**config.mk**
```make
export PLATFORM = sky130hd
export DESIGN_NAME = hscf_queue
export DESIGN_NICKNAME = d
export VERILOG_FILES = /design/src/rtl/core/hscf_pkg.sv /design/src/rtl/core/hscf_queue.sv
export SDC_FILE = /design/constraint.sdc
export NUM_CORES = 1
export LEC_CHECK = 0
export BUFFER_PORTS_ARGS = -buffer_cell sky130_fd_sc_hd__buf_2
export CORE_ASPECT_RATIO = 1.25
export CORE_MARGIN = 2
export CORE_UTILIZATION = 45
export DETAILED_ROUTE_END_ITERATION = 12
export HOLD_SLACK_MARGIN = 0.15
export PLACE_DENSITY = 0.68
export SLEW_MARGIN = 5
export SYNTH_ARGS = -nofsm -noshare
export SYNTH_HDL_FRONTEND = slang
export SYNTH_SLANG_ARGS = --single-unit
```
**constraint.sdc**
```tcl
create_clock -name clk -period 9.15 [get_ports clk]
set_input_delay 0.4575 -clock clk [delete_from_list [all_inputs] [get_ports clk]]
set_output_delay 0.4575 -clock clk [all_outputs]
set_load 0.01 [all_outputs]
```
**src/rtl/core/hscf_pkg.sv**
```systemverilog
// Package for the sphere contact force block: widths, payload words, queue job,
// configuration snapshot, back-end states and the force packing function.
// No dependencies.
package hscf_pkg;

  localparam int COORD_W = 24;
  localparam int MAG_W   = COORD_W + 1;
  localparam int RAD_W   = 23;
  localparam int CMP_W   = (MAG_W > RAD_W) ? MAG_W : RAD_W;
  localparam int SQ_W    = 2 * RAD_W;
  localparam int SUM_W   = SQ_W + 2;
  localparam int STF_W   = 16;
  localparam int KP_W    = STF_W + RAD_W;
  localparam int KP_LO_W = 20;
  localparam int KP_HI_W = KP_W - KP_LO_W;
  localparam int PRD_W   = KP_W + RAD_W;
  localparam int NUM_W   = PRD_W - 8;
  localparam int OUT_W   = 24;
  localparam int SQRT_STEPS = SUM_W / 2;
  localparam int CNT_W   = 5;
  localparam int IDX_W   = 3;

  localparam logic [IDX_W-1:0] REG_CENTER_X   = 3'd0;
  localparam logic [IDX_W-1:0] REG_CENTER_Y   = 3'd1;
  localparam logic [IDX_W-1:0] REG_CENTER_Z   = 3'd2;
  localparam logic [IDX_W-1:0] REG_RADIUS     = 3'd3;
  localparam logic [IDX_W-1:0] REG_STIFFNESS  = 3'd4;
  localparam logic [IDX_W-1:0] REG_FORCE_MODE = 3'd5;

  localparam logic MODE_REPEL = 1'b0;
  localparam logic MODE_PULL  = 1'b1;

  typedef struct packed {
    logic signed [COORD_W-1:0] pos_x;
    logic signed [COORD_W-1:0] pos_y;
    logic signed [COORD_W-1:0] pos_z;
  } in_t;

  typedef struct packed {
    logic signed [OUT_W-1:0] force_x;
    logic signed [OUT_W-1:0] force_y;
    logic signed [OUT_W-1:0] force_z;
    logic                    inside_res;
  } out_t;

  typedef struct packed {
    logic signed [COORD_W-1:0] center_x;
    logic signed [COORD_W-1:0] center_y;
    logic signed [COORD_W-1:0] center_z;
    logic [RAD_W-1:0]          radius;
    logic [STF_W-1:0]          stiffness;
    logic                      force_mode;
  } cfg_t;

  typedef struct packed {
    logic [2:0][RAD_W-1:0] mag;
    logic [2:0]            neg;
    logic                  in_sphere;
    logic [SUM_W-1:0]      sum;
  } job_t;

  typedef enum logic [2:0] {
    ST_IDLE, ST_SQRT, ST_MUL1, ST_MUL2, ST_MUL3, ST_DIV, ST_DONE
  } st_t;

  // Apply sign to a quotient magnitude and saturate to the output range.
  function automatic logic signed [OUT_W-1:0] pack_force(
    input logic [OUT_W-1:0] q,
    input logic             sat,
    input logic             neg
  );
    logic signed [OUT_W-1:0] r;
    if (neg) begin
      if (sat || (q[OUT_W-1] && (q[OUT_W-2:0] != '0))) begin
        r = {1'b1, {(OUT_W-1){1'b0}}};
      end else begin
        r = -$signed(q);
      end
    end else begin
      if (sat || q[OUT_W-1]) begin
        r = {1'b0, {(OUT_W-1){1'b1}}};
      end else begin
        r = $signed(q);
      end
    end
    return r;
  endfunction

endpackage

```
**src/rtl/core/hscf_queue.sv**
```systemverilog
// Two-entry job queue between front and back ends.
// Depends on hscf_pkg for the job word.
module hscf_queue (
  input  logic           clk,
  input  logic           rst,
  input  logic           push,
  input  hscf_pkg::job_t wdata,
  output logic           full,
  input  logic           pop,
  output hscf_pkg::job_t rdata,
  output logic           empty
);

  hscf_pkg::job_t slot [2];
  logic           wp;
  logic           rp;
  logic [1:0]     cnt;

  assign full  = cnt[1];
  assign empty = (cnt == 2'd0);
  assign rdata = slot[rp];

  always_ff @(posedge clk) begin
    if (rst) begin
      wp  <= 1'b0;
      rp  <= 1'b0;
      cnt <= 2'd0;
    end else begin
      if (push) wp <= !wp;
      if (pop)  rp <= !rp;
      cnt <= cnt + {1'b0, push} - {1'b0, pop};
    end
  end

  always_ff @(posedge clk) begin
    if (push) slot[wp] <= wdata;
  end

endmodule

```
-- Yosys cells after proc, flatten, opt, wreduce, memory -nomap -nowiden
Memory sizes are Yosys's and may differ from the RTL's. A register that Yosys moved wholly into a read port is not among the register bits.
Cells that the tools add are included.
- register bits: 4
- memory bits (writable): 242
- input port bits: 125
- output and inout bits: 123
- word-level logic and storage cells: 13
- memories kept: 1
- add/sub/neg operators: 2
- multiplexer cells: 4
- reductions and logical operators: 3
- memories (name ; words ; bits a word ; read ports ; clocked after memory_dff ; wr ports ; line ; text):
    slot ; 2 ; 121 ; 1 ; 1 ; 1 ; hscf_queue.sv:14 ; hscf_pkg::job_t slot [2];
- operator list (kind ; count):
    $mux 1 ; 4
    $add 2x1->2 ; 1
    $logic_not 1->1 ; 2
    $logic_not 2->1 ; 1
    $sub 2x1->2 ; 1

-- Logic depth before layout (Yosys ltp)
Gate-level depths: netlist of the first run.
- word-level depth: 3
- mapped depth: 6

-- Worst setup path before layout of the first run
No wires, ideal clock.
- path type: input to register
- start: input push
- end: memory slot[0][0] (netlist name), enable pin
- setup time: 617 ps
- arrival time: 5707 ps
- data required time: 8533 ps
- setup slack: 2826 ps
- stages: 1
- path through: nor2b_1
- word-level cells in the longest chain between the ends: 2
- RTL lines (element ; line ; text):
    from (decl) ; hscf_queue.sv:6 ; input logic push,
    $mux 1 ; hscf_queue.sv:36 ; if (push) slot[wp] <= wdata;
    $mux 1 (not written as such) ; hscf_queue.sv:36 ;
    to (decl) ; hscf_queue.sv:14 ;
No other way between the ends.

==> summary.txt, run 1 <==
Status
  • Outcome: finished clean

Route
  • Total via count in the routed design: ~5000
  • Vias per Instance: between 4 and 5
  • WL final: roughly 18000 um
  • Drt initial violations: 247
  • Total iterations of the first detailed-routing run: 4
  • Post-route DRC violation count: 0
  • Wire length per cell: 17.5 um
  • Antenna Nets Post-Route: 0

GRT
  • Initial antenna violation count: 0
  • Pin count of the biggest net entering global routing: 68
  • Total gr overflow: 0
  • Overall Global Routing Usage: ~17%
  • Vias in the first global route: 5591
  • Global-route wire length before repair: 28400 um

Critical path
  • Maximum fanout count along the critical path: between 60 and 70
  • Critical path's slowest cell: dfxtp_4
  • Worst EP arrival: 2.81 ns
  • Startpoint class of the critical path: register
  • Kind of capture point of the worst setup path: output port
  • Worst path max stage delay: a little over 0.8 ns
  • Crit Path Class: reg2out
  • Required time of the critical path: 8.69 ns
  • Ordered list of cells on the worst path: buf_4 > mux2_2 > buf_2

Layout
  • Highest-count cells in the layout ignoring fill and taps: buf_2, edfxtp_1, mux2_2
  • Final antenna diode count: 0
  • Signed area change from the synthesized netlist to the final layout: 37.6%
  • Most common cell after layout, fill and taps aside: buf_2
  • Share of final-layout standard cells stronger than drive strength 1: 50.6%
  • Number of nets in the layout: between 900 and 1000
  • Number of filler instances in the final layout: ~1400

Clock network
  • Setup bufs post-CTS: 0
  • Number of buffers inserted by hold repair at cts: roughly 120
  • Library cell used as clock root buffer: clkbuf_16
  • TritonCTS clock tree: built
  • Maximum buffer depth of the clock tree: 3
  • Clock slew seen by the registers of the worst setup and hold paths: 0.06 ns
  • Clock tree sinks: ~250
  • Htree depth: 1
  • Total CTS buffers: 24
  • Clock Latency Late Sink: around 0.51 ns
  • CTS resizes: 0

Floorplan
  • Starting density of the core: approximately 46%
  • DIE AREA: ~21000 um^2
  • Core area: around 19000 um^2
  • Io pins: between 200 and 250
  • Die Wd: between 100 and 150 um
  • Core Rows: between 50 and 60
  • Die height: ~160 um

Timing
  • Hold Fails Final Rpt: 0
  • Worst slew pin tran: 0.913 ns
  • Smallest hold slack: 0.176 ns
  • Layout Skew: 0.0154 ns
  • Max_slew headroom: approximately two fifths
  • Setup_tns: 0 ns
  • Ratio of final minimum period to clock period: a little over a third
  • Tmin final: 3.26 ns
  • Setup Viol. Count Final: 0
  • Unrepaired setup endpoints after global routing: no
  • Peak clock frequency supported by timing: about 310 MHz
  • Number of slew-limit violations in the final report: 0

Yosys
  • Yosys top cell by area: edfxtp_1
  • Count of cell types in the netlist: 13
  • Proportion of synthesized chip area in sequential cells: 82.2%
  • Mean cell area of the mapped netlist: between 20 and 25 um^2
  • Post-synthesis instance area: between 8000 and 9000 um^2
  • Flop and latch count out of synthesis: 247
  • Warnings from Yosys: 0
  • Fraction of synthesized cell area taken by the top area cell type: around four fifths
  • Synthesized net count: about 520
  • Ranking of synthesized cells by area: edfxtp_1, mux2_2, buf_6, dfxtp_1, ha_1
  • Gate count of the mapped netlist: between 300 and 400

Power
  • Peak supply drop: between 0.2 and 0.25 mV
  • Post-layout total power: around 2500 uW
  • Leakage power of the design: around 0.0047 uW
  • Power per standard cell area: around 200 nW/um^2

Min path
  • Hold crit path type: in2reg

Placed design
  • Post-DP HPWL: ~11000 um
  • GPL Wtd Cong: 0.742
  • # port buffers: 247

Job
  • Number of max-cap violations: 0
power by group:
| part | total [uW] | internal, uW | switching [uW] |
|---|---|---|---|
| logic | 304 | 159 | 145 |
| registers | 1350 | 1320 | 26.8 |
| clock network | 874 | 496 | 378 |
worst max-delay path: cells and delay by family (launching register included):
kind	cells	cell delay [ns]
buffers and inverters	2	0.93
muxes	1	0.43
DFF	1	0.83
layout make-up:
class,count,area (um^2),area share [%]
sequential,247,7370,59.8
timing repair buffer,370,2460,19.9
multi-input combinational,134,1480,12.0
clock buffer,33,656,5.32
tap,265,332,2.69
clock inverter,8,32.5,0.264
inverter,2,7.51,0.0609
registers in the layout, summed over array words and instances (netlist names), named ones only:
register  count
cnt           2
rp            1
slot        242
wp            1
Yosys cell counts:
library cell  instances
dfxtp_1               5
nor2b_1               2
buf_2                 3
mux2_2              121
inv_1                 2
edfxtp_1            242
nor2_1                5
xnor3_1               1
ha_1                  2
xnor2_1               2
buf_6                 9
and2_1                1
buf_4                 1
metal layers:
metal / track usage (%) / vias up / wire [um]
met4: 5.03 / 0 / 397
li1: - / 2340 / -
met1: 19.1 / 2423 / 6890
met2: 31.3 / 199 / 9510
met5: 0 / - / 0
met3: 5.90 / 32 / 1680
cell families after synthesis:
group                    count (synthesis)  share of synthesized area (%)
XOR/XNOR                                 3                          0.447
flip-flops                             247                           82.2
AND/OR/NAND/NOR                          8                          0.419
buffers and inverters                   15                           1.47
multiplexers                           121                           15.2
adder cells (fa/ha/maj)                  2                          0.279
worst paths after layout:
path / start / end / slack [ns] / cells after the start
setup / recovery: register / rdata[47] / 5.89 / 3
hold / removal: wdata[83] / slot[1][83] / 0.18 / 1
setup reg to reg: wp / slot[1][29] / 6.74 / 2
hold reg to reg: rp / rp / 0.54 / 2
through the flow:
stage	cells	worst slack [ns]	cell area [um^2]	util, %
2_1_floorplan	396	2.83	8960	-
5_1_grt	1059	5.73	12300	63.3
3_5_place_dp	899	6.41	10500	53.7
4_1_cts	1058	5.86	12300	63.3
3_3_place_gp	899	6.45	10500	53.7
6_report	1059	5.89	12300	63.3
Power figures use the tool's default switching activity.
==> run 2: changes to the inputs <==
==> constraint.sdc (replaced) <==
create_clock -name clk -period 3.4 [get_ports clk]
set_input_delay 0.17 -clock clk [delete_from_list [all_inputs] [get_ports clk]]
set_output_delay 0.17 -clock clk [all_outputs]
set_load 0.01 [all_outputs]
==> run 2 against run 1 <==
Net effect:
- cell count rose by 0.66%
- worst hold slack improved by 0.22 ns
- sequential power rose to 2.7 times the previous value
- combinational power rose to 2.8 times the previous value
- critical path depth did not move
- global-route usage fell by 0.073 points
- clock power rose to 2.7 times the previous value
- sequential share of layout area fell by 0.42 points
- largest cell class unchanged
- largest power group unchanged
==> summary.txt, run 2 (same netlist as run 1, synthesis figures left out) <==
Status
  • Outcome: finished clean (unchanged)

Timing
  • Smallest hold slack: 0.395 ns (was 0.176 ns)
  • Layout Skew: 0.00691 ns (was 0.0154 ns)
  • Max_slew headroom: 41.3% (was 39.2%)
  • Peak clock frequency supported by timing: about 440 MHz
  • Unrepaired setup endpoints after global routing: no (unchanged)
  • Tmin final: ~2.3 ns
  • Hold Fails Final Rpt: 0 (unchanged)
  • Number of slew-limit violations in the final report: 0 (unchanged)
  • Ratio of final minimum period to clock period: about 66%
  • Worst slew pin tran: 0.881 ns (was 0.913 ns)
  • Setup Viol. Count Final: 0 (unchanged)
  • Setup_tns: 0 ns (unchanged)

GRT
  • Vias in the first global route: 5761 (was 5591)
  • Total gr overflow: 0 (unchanged)
  • Initial antenna violation count: 1 (was 0)
  • Global-route wire length before repair: 28100 um (was 28400 um)
  • Overall Global Routing Usage: 17.2% (was 17.3%)
  • Pin count of the biggest net entering global routing: 113 (was 68)

Power
  • Switching part of the total: 21.6% (was 21.8%)
  • Leakage power of the design: 0.00468 uW (was 0.00465 uW)
  • Relative contribution of sequential cells to total power: 52.9% (was 53.4%)
  • Share of power burned in combinational logic: 12.5% (was 12.0%)
  • Power per standard cell area: 549 nW/um^2 (was 205 nW/um^2)
  • Switching power total: 1470 uW (was 550 uW)
  • Peak supply drop: 0.409 mV (was 0.246 mV)
  • Power share of the clock group: 34.5% (was 34.6%)
  • Internal power consumption: 5340 uW (was 1980 uW)

Clock network
  • TritonCTS clock tree: built (unchanged)
  • CTS resizes: 0 (unchanged)
  • Clock Latency Late Sink: 0.49 ns (was 0.51 ns)
  • Maximum buffer depth of the clock tree: 3 (unchanged)
  • Clock slew seen by the registers of the worst setup and hold paths: 0.06 ns (about the same)
  • Library cell used as clock root buffer: clkbuf_16 (unchanged)
  • Htree depth: 1 (unchanged)
  • Total CTS buffers: 23 (was 24)
  • Clock tree sinks: 247 (unchanged)

Critical path
  • Kind of capture point of the worst setup path: output port (unchanged)
  • R2R setup slack: 1.47 ns (was 6.74 ns)
  • Required time of the critical path: 3.23 ns (was 8.69 ns)
  • Startpoint class of the critical path: register (unchanged)
  • Worst r2r path cells: 2 (unchanged)
  • CP Capture Point: rdata[45] (was rdata[47])
  • R2r startpoint: wp (unchanged)
  • Worst EP arrival: 2.08 ns (was 2.81 ns)
  • Crit Path Class: reg2out (unchanged)
  • Capturing point of the worst reg2reg path: slot[1][12] (was slot[1][29])
  • Maximum fanout count along the critical path: 112 (was 65)

Floorplan
  • Die Wd: 130 um (unchanged)
  • Core area: 19500 um^2 (unchanged)
  • Die height: 162 um (unchanged)
  • Core Rows: 57 (unchanged)
  • Starting density of the core: 46.0% (unchanged)
  • DIE AREA: 21100 um^2 (unchanged)
  • Io pins: 248 (unchanged)

Route
  • Vias per Instance: 4.75 (was 4.72)
  • Total via count in the routed design: 5060 (was 4994)
  • Antenna Nets Post-Route: 0 (unchanged)
  • Wire length per cell: 17.5 um (about the same)
  • Post-route DRC violation count: 0 (unchanged)
  • Total iterations of the first detailed-routing run: 4 (unchanged)
  • WL final: 18600 um (was 18500 um)
  • Drt initial violations: 252 (was 247)

Layout
  • Most common cell after layout, fill and taps aside: buf_2 (unchanged)
  • Number of flip-flops under the largest register name: 242 (unchanged)
  • Number of filler instances in the final layout: 1350 (was 1373)
  • Signed area change from the synthesized netlist to the final layout: 38.5% (was 37.6%)
  • Registers with the most flip-flops: slot x242, cnt x2 (unchanged)
  • Post-Layout Inst Area: 12400 um^2 (was 12300 um^2)
  • Register with the highest flop count: slot (unchanged)
  • Share of final-layout standard cells stronger than drive strength 1: 50.5% (was 50.6%)
  • Number of nets in the layout: 911 (was 906)
  • Highest-count cells in the layout ignoring fill and taps: buf_2, edfxtp_1, dlygate4sd3_1 (was buf_2, edfxtp_1, mux2_2)

Min path
  • Hold crit path type: in2reg (unchanged)

Placed design
  • # port buffers: 247 (unchanged)
  • Area after detailed placement: 10500 um^2 (about the same)
  • Post-DP HPWL: 11100 um (was 11300 um)
  • GPL Wtd Cong: 0.731 (was 0.742)

Job
  • Number of max-cap violations: 0 (unchanged)
## run 2: cell count changes in the layout (fill, tap and decap cells not counted), sizes merged
cell	change
bufinv	+1
clkbuf	-1
clkinv	-1
clkinvlp	+1
diode	+1
dlygate4sd3	+6
## run 2: layout make-up
cell class,count,area (um^2),area share (%)
clock inverter,9,67.6,0.544
tap,265,332,2.67
clock buffer,32,619,4.99
inverter,2,7.51,0.0605
timing repair buffer,376,2540,20.5
sequential,247,7370,59.4
multi-input combinational,134,1480,11.9
antenna,1,2.50,0.0202
## run 2: how the worst min path moves through the flow
stage	startpoint	to	slack, ns	cells after the start
2_1_floorplan	rst	cnt[0]	0.24	1
4_1_cts	wdata[48]	slot[0][48]	0.37	2
6_report	wdata[48]	slot[0][48]	0.40	2
5_1_grt	wdata[109]	slot[0][109]	0.38	2
3_3_place_gp	wdata[19]	slot[1][19]	0.36	1
3_5_place_dp	wdata[97]	slot[1][97]	0.36	1
## run 2: what timing repair did
| action | 4_1_cts | 5_1_grt |
|---|---|---|
| hold buffers | 125 | 0 |
| endpoints found under the hold margin | 247 | 0 |
| setup buffers | 0 | 0 |
## run 2: layer usage
metal  share of wire (%)  routed length, um  GRT usage (%)
met5                   0                  0              0
met4                 2.5                458           5.62
met3                 8.0               1480           5.37
met2                  54              10000           32.7
met1                  36               6660           17.6
## run 2: power by group through the flow
stage	logic [uW]	clock network, uW	registers, uW
2_1_floorplan	434	0	3660
3_3_place_gp	725	0	3660
3_5_place_dp	741	0	3670
4_1_cts	860	2410	3610
5_1_grt	924	2540	3620
6_report	854	2350	3610
## run 2: per-stage QoR
| stage | setup WS [ns] | instances | util (%) | total power, uW |
|---|---|---|---|---|
| finish | 1.15 | 1066 | 63.8 | 6810 |
| floorplan | 0.840 | 396 | - | 4090 |
| global route | 1.06 | 1066 | 63.8 | 7090 |
| global placement | 1.51 | 899 | 53.8 | 4380 |
| detailed placement | 1.46 | 899 | 53.8 | 4410 |
| CTS | 1.13 | 1065 | 63.8 | 6880 |
## run 2: worst max-delay path: stages, from the launching register on
cell and delay [ns]:
dfxtp_4 0.44, buf_12 0.51, mux2_2 0.45, buf_2 0.15
